--- src/hdl/tfn_pkg.sv ---
// ---------------------------------------------------------------------------
// tfn_pkg: shared types and constants of the triangle face normal block
// Request and result payloads, the command passed from the front end to the
// back end, and the status and opcode values.
// ---------------------------------------------------------------------------
package tfn_pkg;

  localparam int IN_COORD_W = 24;
  localparam int IDX_W      = 16;
  localparam int ADDR_IN_W  = 12;
  localparam int NORM_W     = 16;

  // opcodes
  localparam logic OP_LOAD = 1'b0;
  localparam logic OP_TRI  = 1'b1;

  // result status codes
  localparam logic [1:0] ST_OK    = 2'd0;
  localparam logic [1:0] ST_DEGEN = 2'd1;
  localparam logic [1:0] ST_BAD   = 2'd2;

  // Q2.14 one
  localparam logic [NORM_W-1:0] NORM_ONE = 16'd16384;

  typedef struct packed {
    logic                         op;
    logic [ADDR_IN_W-1:0]         vertex_addr;
    logic signed [IN_COORD_W-1:0] coord_x;
    logic signed [IN_COORD_W-1:0] coord_y;
    logic signed [IN_COORD_W-1:0] coord_z;
    logic [IDX_W-1:0]             index_first;
    logic [IDX_W-1:0]             index_second;
    logic [IDX_W-1:0]             index_third;
    logic                         last_triangle;
  } tfn_in_t;

  typedef struct packed {
    logic signed [NORM_W-1:0] normal_x;
    logic signed [NORM_W-1:0] normal_y;
    logic signed [NORM_W-1:0] normal_z;
    logic [1:0]               status;
    logic                     last_normal;
  } tfn_out_t;

  // command from front end to back end; addresses are 0-based
  typedef struct packed {
    logic                         is_tri;
    logic [1:0]                   status;
    logic                         last;
    logic [IDX_W-1:0]             addr0;
    logic [IDX_W-1:0]             addr1;
    logic [IDX_W-1:0]             addr2;
    logic signed [IN_COORD_W-1:0] cx;
    logic signed [IN_COORD_W-1:0] cy;
    logic signed [IN_COORD_W-1:0] cz;
  } tfn_cmd_t;

endpackage

--- src/hdl/tfn_queue.sv ---
// ---------------------------------------------------------------------------
// tfn_queue: two-entry command queue
// Decouples the front end from the back end so each side stalls on its own.
// ---------------------------------------------------------------------------
module tfn_queue import tfn_pkg::*; (
  input  logic     clk,
  input  logic     rst_n,
  input  logic     push,
  input  tfn_cmd_t din,
  output logic     full,
  input  logic     pop,
  output tfn_cmd_t dout,
  output logic     empty
);

  tfn_cmd_t   slot_r [2];
  logic       wr_ptr_r, wr_ptr_nxt;
  logic       rd_ptr_r, rd_ptr_nxt;
  logic [1:0] cnt_r, cnt_nxt;

  assign full  = (cnt_r == 2'd2);
  assign empty = (cnt_r == 2'd0);
  assign dout  = slot_r[rd_ptr_r];

  // pointer and count update
  always_comb begin
    wr_ptr_nxt = wr_ptr_r ^ push;
    rd_ptr_nxt = rd_ptr_r ^ pop;
    cnt_nxt    = cnt_r + {1'b0, push} - {1'b0, pop};
  end

  always_ff @(posedge clk) begin
    if (!rst_n) begin
      wr_ptr_r <= 1'b0;
      rd_ptr_r <= 1'b0;
      cnt_r    <= 2'd0;
    end else begin
      wr_ptr_r <= wr_ptr_nxt;
      rd_ptr_r <= rd_ptr_nxt;
      cnt_r    <= cnt_nxt;
    end
  end

  // storage
  always_ff @(posedge clk) begin
    if (push) slot_r[wr_ptr_r] <= din;
  end

endmodule

--- config.mk ---
export PLATFORM = sky130hd
export DESIGN_NAME = tfn_queue
export DESIGN_NICKNAME = d
export VERILOG_FILES = /design/src/hdl/tfn_pkg.sv /design/src/hdl/tfn_queue.sv
export SDC_FILE = /design/constraint.sdc
export NUM_CORES = 1
export LEC_CHECK = 0
export BUFFER_PORTS_ARGS = -buffer_cell sky130_fd_sc_hd__clkbuf_2
export CAP_MARGIN = 40
export CORE_AREA = 3 3 139 141
export DETAILED_ROUTE_END_ITERATION = 8
export DIE_AREA = 0 0 142 144
export PLACE_DENSITY = 0.78
export SKIP_LAST_GASP = 1
export SYNTH_ARGS = -nofsm -noshare
export SYNTH_HDL_FRONTEND = slang
export SYNTH_SLANG_ARGS = --single-unit
export TNS_END_PERCENT = 5
--- constraint.sdc ---
create_clock -name clk -period 4.2 [get_ports clk]
set_input_delay 0.42 -clock clk [delete_from_list [all_inputs] [get_ports clk]]
set_output_delay 0.42 -clock clk [all_outputs]
set_load 0.02 [all_outputs]
=== Word level (Yosys, flattened, before mapping) ===
Memory sizes are Yosys's and may differ from the RTL's. A register that Yosys moved wholly into a read port is not among the register bits.
Cells that the tools add are included.

* $add $sub $neg: 2
* Eq/ne operators: 1
* Multiplexer cells: 3
* Bitwise logic cells: 2
* Reduce and logical (&&, ||, !) cells: 1

{| class="wikitable"
|+ Operators with widths
! operator !! number
|-
| $mux W1 || 3
|-
| $add A2 B1 Y2 || 1
|-
| $eq A2 B2 Y1 const B || 1
|-
| $logic_not A2 Y1 || 1
|-
| $sub A2 B1 Y2 || 1
|-
| $xor A1 B1 Y1 || 2
|}

* Register bits after elaboration: 4
* Bits in writable memories: 248
* Input port bits: 128
* Memories kept: 1

{| class="wikitable"
|+ Memory list
! name !! words !! bits a word !! rd ports !! clocked after Yosys merged registers in !! wr ports !! RTL line !! source
|-
| slot_r || 2 || 124 || 1 || 1 || 1 || tfn_queue.sv:16 || <nowiki>tfn_cmd_t slot_r [2];</nowiki>
|}

=== Longest topological paths before layout ===
* Word-level depth: 2
* Mapped depth: 6
* Gate-level depth less buffers: 6

=== Least setup slack after synthesis ===
Ideal clock, no wire load.

* Path kind: in2reg
* Start: input port push
* End: memory slot_r[0][0] (netlist name) (enable)
* Arrival: 3331 ps
* Required time: 3702 ps
* Path slack: 371 ps
* Stages on the path: 1
* Buffers on the path: 0
* Cells stage by stage: ha_1

* Longest elaborated chain between the ends: 2

{| class="wikitable"
|+ Ends and longest elaborated chain
! what !! RTL line !! source
|-
| start, declared || tfn_queue.sv:8 || <nowiki>input logic push,</nowiki>
|-
| $mux W1 || tfn_queue.sv:46 || <nowiki>if (push) slot_r[wr_ptr_r] <= din;</nowiki>
|-
| $mux W1 (not written as such) || tfn_queue.sv:46 ||
|-
| end, declared || tfn_queue.sv:16 ||
|}

No other way between the ends.

==> metrics.txt <==
Root Driver=clkbuf_16; synth unique cells=13; largest cells by area after synthesis=edfxtp_1 79%, mux2_4 9.6%, mux2_2 7.6%; clk slew on worst S/H paths=60 ps; status=finished clean; htree depth=1; vias in the first global route=roughly 5000; Wirelength per Cell=19.0 microns; final setup violation count=0; synthesized area=about 9400 sq um; GRT Total Usage=0.162; CTS buffer count=26; Slew HR=0.590; CP Launch Type=register; Tmin final=about 2800 ps; Layout area overhead=24.6%; Mean Syn Cell Area=around 23 sq um; CORE AREA=~18000 sq um; final WL=between 15 and 20 mm; CP Max Fanout=40; share of layout cells above drive strength 1=0.601; vias per cell=about 5.1; count of final hold-check violations=0; Initial DRT Pass Iterations=4; cell internal pwr=4.50 mW; Synth async-reset ratio=0; Post-Syn Instances=407; Seq. cell area=about 7600 sq um; number of enable flip-flop cells after synthesis=248; sw power=1.33 mW; total gr overflow=0; Starting DRT DRC Count=approximately 200; Die Span Y=about 140 microns; Initial Utilization=0.521; ANT cells=0; CTS Hold Bufs=0; clock share of power=0.355; Final Instance Area=between 10000 and 15000 sq um; multi-input logic area=1770 sq um; Critical Path RT=~3800 ps; Die Wd=roughly 140 microns; Setup CP Type=reg2out; placed cell areas=11000 sq um; Comb power frac=0.130; top_reg_cell synth=edfxtp_1; fill count=1223; final hold slack=about 100 ps; post-route ant nets=0; RSZ-0062 raised after global routing=no; Clock Tree Buf Depth=3; switching fraction of total power=0.228; wire length of the first global-routing pass=between 20 and 30 mm; leading area contributor after synthesis=edfxtp_1; setup_tns=0 ps; antenna violations before repair=0; worst-margin pin slew=roughly 600 ps; Worst EP arrival=approximately 2400 ps; dpl hpwl=12.0 mm; Resized Gates After CTS=0; Post-CTS Setup Inserts=0; CTS tree=done; clock skew=between 6 and 7 ps; Total Power=a little under 6 mW; Hold Path Class=in2reg; fmax=around 0.35 GHz; Seq cells post-synth=253; pin count of the biggest net entering global routing=86; Seq/Total Area, Yosys=0.801; Max-Cap Viols=0; Synth top cells by count=248 x edfxtp_1, 64 x mux2_2, 60 x mux2_4; via count=around 4700; period utilisation layout=0.677; synth warn=0; leak pwr=between 4 and 5 nW; Power per Cell Area=about 500 nW/um^2; CTS Sinks=roughly 250; Clock Latency Late Sink=about 500 ps; CP Capture Type=output pin; Die ar.=roughly 20000 sq um; Rows=just under 50; syn nets=around 540; io pins=254; drc violations=0; most common cell in the synthesized netlist=edfxtp_1; GPL Wtd Cong=between 0.7 and 0.8; sequential share of power=0.515; Final Slew Violations=0; IO buf count=between 200 and 300; top-area cell type share of the netlist area=0.790; Nets=around 800; peak supply drop=0.000335 V
through the flow:
stage	util	cells	worst slack, ps
floorplan	-	407	371
global placement	0.606	881	1910
detailed placement	0.607	882	1840
CTS	0.649	924	1270
global route	0.649	924	1210
finish	0.649	924	1360
final cells by class:
type	count	area share
Inverter	3	0.000959
Clock buffer	34	0.0598
Timing Repair Buffer	260	0.116
Tap cell	229	0.0244
Multi-Input combinational cell	137	0.151
Clock inverter	8	0.00565
Sequential cell	253	0.643
cell families (layout without fill, tap and decap cells):
logic type / count (synthesis) / after routing / share of synthesized area
flops: 253 / 253 / 0.801
buf+inv: 17 / 305 / 0.0139
mux: 124 / 124 / 0.172
fa+ha+maj: 4 / 4 / 0.00531
xor+xnor: 2 / 2 / 0.00332
simple gates: 7 / 7 / 0.00438
path summary, 6_finish.rpt:
check | depth (start not counted) | end | slack (ps) | from
worst max-delay path | 3 | dout[43] | 1360 | register
worst min-delay path | 1 | slot_r[0][28] | 100 | din[28]
worst max register to register | 3 | slot_r[0][1] | 2330 | wr_ptr_r
worst min register to register | 2 | register | 560 | rd_ptr_r
layout by cell type, fill, tap and decap left out:
master	n
clkinv_2	2
bufinv_16	1
nor2_1	1
inv_1	3
edfxtp_1	248
ha_1	2
clkinv_1	4
buf_4	4
clkbuf_2	253
xor2_1	1
inv_8	1
buf_12	3
xnor3_1	1
ha_4	2
nor2b_1	3
dfxtp_1	4
and2_1	3
mux2_2	64
clkbuf_16	27
mux2_4	60
dfxtp_4	1
clkbuf_1	7
registers in the layout, summed over array words and instances (netlist names), named ones only:
signal    flops
rd_ptr_r      1
cnt_r         2
slot_r      248
wr_ptr_r      1
layer usage:
layer / global-route usage / vias to the layer above / part of all wire
met2: 0.276 / 223 / 0.49
met1: 0.197 / 2305 / 0.39
met3: 0.0602 / 36 / 0.096
met4: 0.0434 / 0 / 0.024
li1: - / 2159 / -
met5: 0 / - / 0
power groups by stage:
stage	Sequential, mW	Clock (mW)	Combinational [mW]
after floorplan	3.04	0	0.517
after global placement	3.05	0	0.745
after detailed placement	3.06	0	0.765
after CTS	3.01	2.12	0.769
after global routing	3.02	2.23	0.807
final	3.01	2.07	0.756
critical path: stages, from the launching register on:
cell and delay (ps):
dfxtp_4 730, buf_4 580, mux2_2 410, clkbuf_2 170
No activity file was read; power rests on OpenSTA's default activity.
