## src/hdl/tfn_pkg.sv

```systemverilog
// ---------------------------------------------------------------------------
// tfn_pkg: shared types and constants of the triangle face normal block
// Request and result payloads, the command passed from the front end to the
// back end, and the status and opcode values.
// ---------------------------------------------------------------------------
package tfn_pkg;

  localparam int IN_COORD_W = 24;
  localparam int IDX_W      = 16;
  localparam int ADDR_IN_W  = 12;
  localparam int NORM_W     = 16;

  // opcodes
  localparam logic OP_LOAD = 1'b0;
  localparam logic OP_TRI  = 1'b1;

  // result status codes
  localparam logic [1:0] ST_OK    = 2'd0;
  localparam logic [1:0] ST_DEGEN = 2'd1;
  localparam logic [1:0] ST_BAD   = 2'd2;

  // Q2.14 one
  localparam logic [NORM_W-1:0] NORM_ONE = 16'd16384;

  typedef struct packed {
    logic                         op;
    logic [ADDR_IN_W-1:0]         vertex_addr;
    logic signed [IN_COORD_W-1:0] coord_x;
    logic signed [IN_COORD_W-1:0] coord_y;
    logic signed [IN_COORD_W-1:0] coord_z;
    logic [IDX_W-1:0]             index_first;
    logic [IDX_W-1:0]             index_second;
    logic [IDX_W-1:0]             index_third;
    logic                         last_triangle;
  } tfn_in_t;

  typedef struct packed {
    logic signed [NORM_W-1:0] normal_x;
    logic signed [NORM_W-1:0] normal_y;
    logic signed [NORM_W-1:0] normal_z;
    logic [1:0]               status;
    logic                     last_normal;
  } tfn_out_t;

  // command from front end to back end; addresses are 0-based
  typedef struct packed {
    logic                         is_tri;
    logic [1:0]                   status;
    logic                         last;
    logic [IDX_W-1:0]             addr0;
    logic [IDX_W-1:0]             addr1;
    logic [IDX_W-1:0]             addr2;
    logic signed [IN_COORD_W-1:0] cx;
    logic signed [IN_COORD_W-1:0] cy;
    logic signed [IN_COORD_W-1:0] cz;
  } tfn_cmd_t;

endpackage

```

## src/hdl/tfn_front.sv

```systemverilog
// ---------------------------------------------------------------------------
// tfn_front: request classifier
// Decodes a request into a load or triangle command: winding swap, index
// range check, 0-based addresses and coordinate narrowing.
// ---------------------------------------------------------------------------
module tfn_front import tfn_pkg::*; #(
  parameter int VERTEX_DEPTH = 4096,
  parameter int COORD_BITS   = 24
) (
  input  tfn_in_t  req,
  input  logic     flip,
  output tfn_cmd_t cmd,
  output logic     keep
);

  localparam int CW = (COORD_BITS < IN_COORD_W) ? COORD_BITS : IN_COORD_W;
  localparam int SH = IN_COORD_W - CW;
  localparam logic [IDX_W:0] DEPTH_W = (IDX_W+1)'(VERTEX_DEPTH);

  logic [IDX_W-1:0] i0, i1, i2;
  logic             bad;
  logic             is_tri;

  // keep the low CW bits, sign extended
  function automatic logic signed [IN_COORD_W-1:0] narrow(
    input logic signed [IN_COORD_W-1:0] c);
    logic signed [IN_COORD_W-1:0] t;
    t = c <<< SH;
    return t >>> SH;
  endfunction

  // winding and range check
  always_comb begin
    i0 = flip ? req.index_third : req.index_first;
    i1 = req.index_second;
    i2 = flip ? req.index_first : req.index_third;
    bad = (i0 == '0) || ({1'b0, i0} > DEPTH_W) ||
          (i1 == '0) || ({1'b0, i1} > DEPTH_W) ||
          (i2 == '0) || ({1'b0, i2} > DEPTH_W);
  end

  // command build
  always_comb begin
    is_tri     = (req.op == OP_TRI);
    cmd.is_tri = is_tri;
    cmd.status = bad ? ST_BAD : ST_OK;
    cmd.last   = req.last_triangle;
    cmd.addr0  = is_tri ? i0 - 1'b1 : IDX_W'(req.vertex_addr);
    cmd.addr1  = i1 - 1'b1;
    cmd.addr2  = i2 - 1'b1;
    cmd.cx     = narrow(req.coord_x);
    cmd.cy     = narrow(req.coord_y);
    cmd.cz     = narrow(req.coord_z);
    // loads beyond the store are dropped
    keep = is_tri || ({(IDX_W+1-ADDR_IN_W)'(0), req.vertex_addr} < DEPTH_W);
  end

endmodule

```

## config.mk

```make
export PLATFORM = sky130hd
export DESIGN_NAME = tfn_front
export DESIGN_NICKNAME = d
export VERILOG_FILES = /design/src/hdl/tfn_pkg.sv /design/src/hdl/tfn_front.sv
export SDC_FILE = /design/constraint.sdc
export NUM_CORES = 1
export LEC_CHECK = 0
export ABC_AREA = 1
export BUFFER_PORTS_ARGS = -buffer_cell sky130_fd_sc_hd__buf_2
export CELL_PAD_IN_SITES_DETAIL_PLACEMENT = 2
export CELL_PAD_IN_SITES_GLOBAL_PLACEMENT = 2
export CORE_ASPECT_RATIO = 2
export CORE_MARGIN = 4
export CORE_UTILIZATION = 15
export DETAILED_ROUTE_END_ITERATION = 10
export PLACE_DENSITY = 0.87
export SLEW_MARGIN = 20
export SYNTH_ARGS = -nofsm -noshare
export SYNTH_HDL_FRONTEND = slang
export SYNTH_SLANG_ARGS = --single-unit
```

## constraint.sdc

```tcl
create_clock -name vclk -period 2.7
set_clock_uncertainty 0.15 [all_clocks]
set_input_delay 0.405 -clock vclk [all_inputs]
set_output_delay 0.405 -clock vclk [all_outputs]
set_load 0.01 [all_outputs]
```

-- Word level (Yosys, flattened, before mapping)
Cells that the tools add are included.
- register bits after elaboration: 0
- bits of input ports: 135
- output and inout port bits: 125
- word-level logic and storage cells: 18
- $add $sub $neg: 3
- order comparisons: 3
- multiplexer cells: 4
- reductions and logical operators: 8
- operators with widths (cell ; count):
    16-bit by 13-bit > comparator with 1-bit output (second input constant) ; 3
    16-bit logical NOT ; 3
    16-bit 2-to-1 mux ; 3
    16-bit by 1-bit subtractor with 16-bit output (second input constant) ; 3
    1-bit logical OR ; 5
    2-bit 2-to-1 mux ; 1

-- Depth between registers and ports, before layout
- depth after elaboration: 8
- depth in mapped cells: 15
- gate-level depth less buffers: 13

-- Worst setup path after synthesis
OpenSTA, ideal clock, no wires.
- path kind: input port to output port
- start: input port flip
- end: output port cmd[84] (netlist bit)
- data arrival time: 1.841 ns
- required time: 2.145 ns
- setup slack: 0.304 ns
- stages: 10
- path buffers: 2
- path through: buf_6 > buf_6 > nand2_1 > o21ai_2 > ha_1 > nand3_1 > or2_1 > nor2_2 > nand2_2 > xor2_1
- RTL lines (element ; RTL line ; text):
    start: declaration ; tfn_front.sv:11 ; input logic flip,
    end: declaration ; tfn_front.sv:12 ; output tfn_cmd_t cmd,

==> impl_metrics.tcl <==
set metrics [dict create \
    drc 0 \
    avgViaCountPerCell 4.23 \
    finalSetupTns_ns 0 \
    setup-violations-final 0 \
    end_kind "output port" \
    grt_overflow 0 \
    fin_util 0.174 \
    synthCells 499 \
    leakagePower_uw 0.00164 \
    rows 67 \
    initial_utilization 0.154 \
    numSequentialCells 0 \
    required_ns 2.14 \
    preCtsSetupSlack_ns 0.0511 \
    holdWs_ns 0.660 \
    critical_path_buf_inv_count 5 \
    drtIter0Drc 85 \
    seq_area_um2 0 \
    io_buffers 112 \
    first_pass_iters 4 \
    boundaryPins 260 \
    critPathKind "input pin to output port" \
    ys_seq_area_frac 0 \
    routed_wl_um 12500 \
    nets 682 \
    hold_violations 0 \
    finalCritPeriodShare 0.952 \
    vdd_drop_max_uv 40.6 \
    synth.avg_cell_area_um2 5.20 \
    worstPathCellList "clkbuf_4 > inv_8 > buf_12 > nand2_1 > o21ai_2 > buf_4 > ha_1 > nand3_1 > nor2_1 > nand2_1 > nor2_1 > nor2_1 > nand2_1 > buf_2" \
    critPathMaxStageDelay_ns 0.25 \
    yosys_warnings 0 \
    route.vias.total 3162 \
    crit_path_top_delay_cell "nor2_1" \
    critPathLaunchType "input pin" \
    die_h_um 194 \
    track_usage 0.119 \
    min_path_type "input pin to output port" \
    syn-num-nets 640 \
    grt_pass1_wl_um 18500 \
    coreArea_mm2 0.0168 \
    die_w_um 101 \
    ant_nets 0 \
    run_status "complete, no violations" \
    drv_slew 0 \
    critPathTopFamily "buffers and inverters" \
    hold_buffers 0 \
    layout-area-overhead-vs-synth_pct 13.1 \
    fillers 2136 \
    gp_congestion 0.806 \
    dieArea_mm2 0.0196 \
    synth_cell_type_count 33 \
    power_density_mw_per_mm2 164 \
    worstPathMaxFanout 10 \
    antenna_found_initial 1 \
    maxCapViolCount 0 \
    setup_slack_ns 0.129 \
    cp.arrival_ns 2.02 \
    grt_pass1_vias 3549 \
    hpwlAfterDp_um 11200 \
    drive_gt1_frac 0.317 \
    wl_per_cell_um 16.7 \
    clockBufferCount 0 \
    period_minus_slack_ns 2.57 \
    grt_max_degree 41 \
    fmax_ghz 0.389 \
    synth_area_mm2 0.00260 \
]
power breakdown:
part           internal [µW]  switching, µW
registers                  0              0
logic                    179            304
clock network      0.0000495              0
cell families (layout without fill, tap and decap cells):
| group | after synthesis | in the layout | share of synthesized area |
|---|---|---|---|
| and+or+nand+nor | 296 | 296 | 0.495 |
| buffers and inverters | 144 | 184 | 0.340 |
| AOI/OAI and AO/OA | 32 | 32 | 0.0689 |
| xor gates and xnor gates | 19 | 19 | 0.0641 |
| adders and majority gates | 6 | 6 | 0.0289 |
| other | 2 | 3 | 0.00289 |
final timing paths:
| kind | cells past startpoint | start | slack, ns | endpoint |
|---|---|---|---|---|
| worst max-delay path | 14 | flip | 0.13 | cmd[122] |
| worst min-delay path | 0 | req[59] | 0.66 | cmd[10] |
through the flow:
stage | total power [µW] | instance area, µm² | cells
2_1_floorplan | 383 | 2600 | 499
3_3_place_gp | 463 | 2880 | 744
3_5_place_dp | 479 | 2880 | 744
4_1_cts | 482 | 2880 | 744
5_1_grt | 541 | 2940 | 747
6_report | 482 | 2940 | 747
layout make-up:
type | count | area (µm²) | share of cell area
Timing Repair Buffer | 127 | 718 | 0.245
Antenna cell | 1 | 2.50 | 0.000853
Tap cell | 207 | 259 | 0.0882
Inverter | 57 | 221 | 0.0754
Multi-Input combinational cell | 355 | 1730 | 0.591
routing by layer:
layer	GRT usage	part of all wire	vias up
li1	-	-	1517
met1	0.0969	0.29	1457
met2	0.245	0.57	104
met3	0.0184	0.067	84
met4	0.0735	0.077	0
met5	0	0	-
timing repair:
item                                    4_1_cts  5_1_grt
endpoints found under the hold margin         0        0
endpoints found under the setup margin        0        8
resized for setup                             0        6
buffers inserted                              0        1
cell usage after synthesis (all sizes together):
library cell  count  area (µm²)
nand3            25         130
nand3b            1        7.51
a21oi             7        35.0
o21ai            23         130
nand2           186         743
ha                6        75.1
conb              2        7.51
clkinv            1        3.75
nor3              1        5.00
a31oi             1        6.26
nand4             7        43.8
nor4              1        6.26
buf              85         654
clkbuf            2        7.51
or3               1        6.26
or2               4        25.0
xnor2             2        17.5
xor2             17         149
o31ai             1        7.51
inv              56         218
nor2             70         318
placed cells by master (no fill, tap or decap), types with 2 or more instances in the layout:
cell type / n
buf_2: 111
a21oi_1: 7
nor2_4: 5
xnor2_1: 2
nand3_1: 24
buf_12: 2
conb_1: 2
ha_1: 5
nand4_1: 7
o21ai_1: 2
inv_1: 53
nand2_2: 18
nor2_2: 10
nand2_1: 168
o21ai_2: 4
o21ai_0: 16
inv_2: 2
or2_0: 2
xor2_1: 17
nor2_1: 55
buf_4: 12
Power figures use the tool's default switching activity.
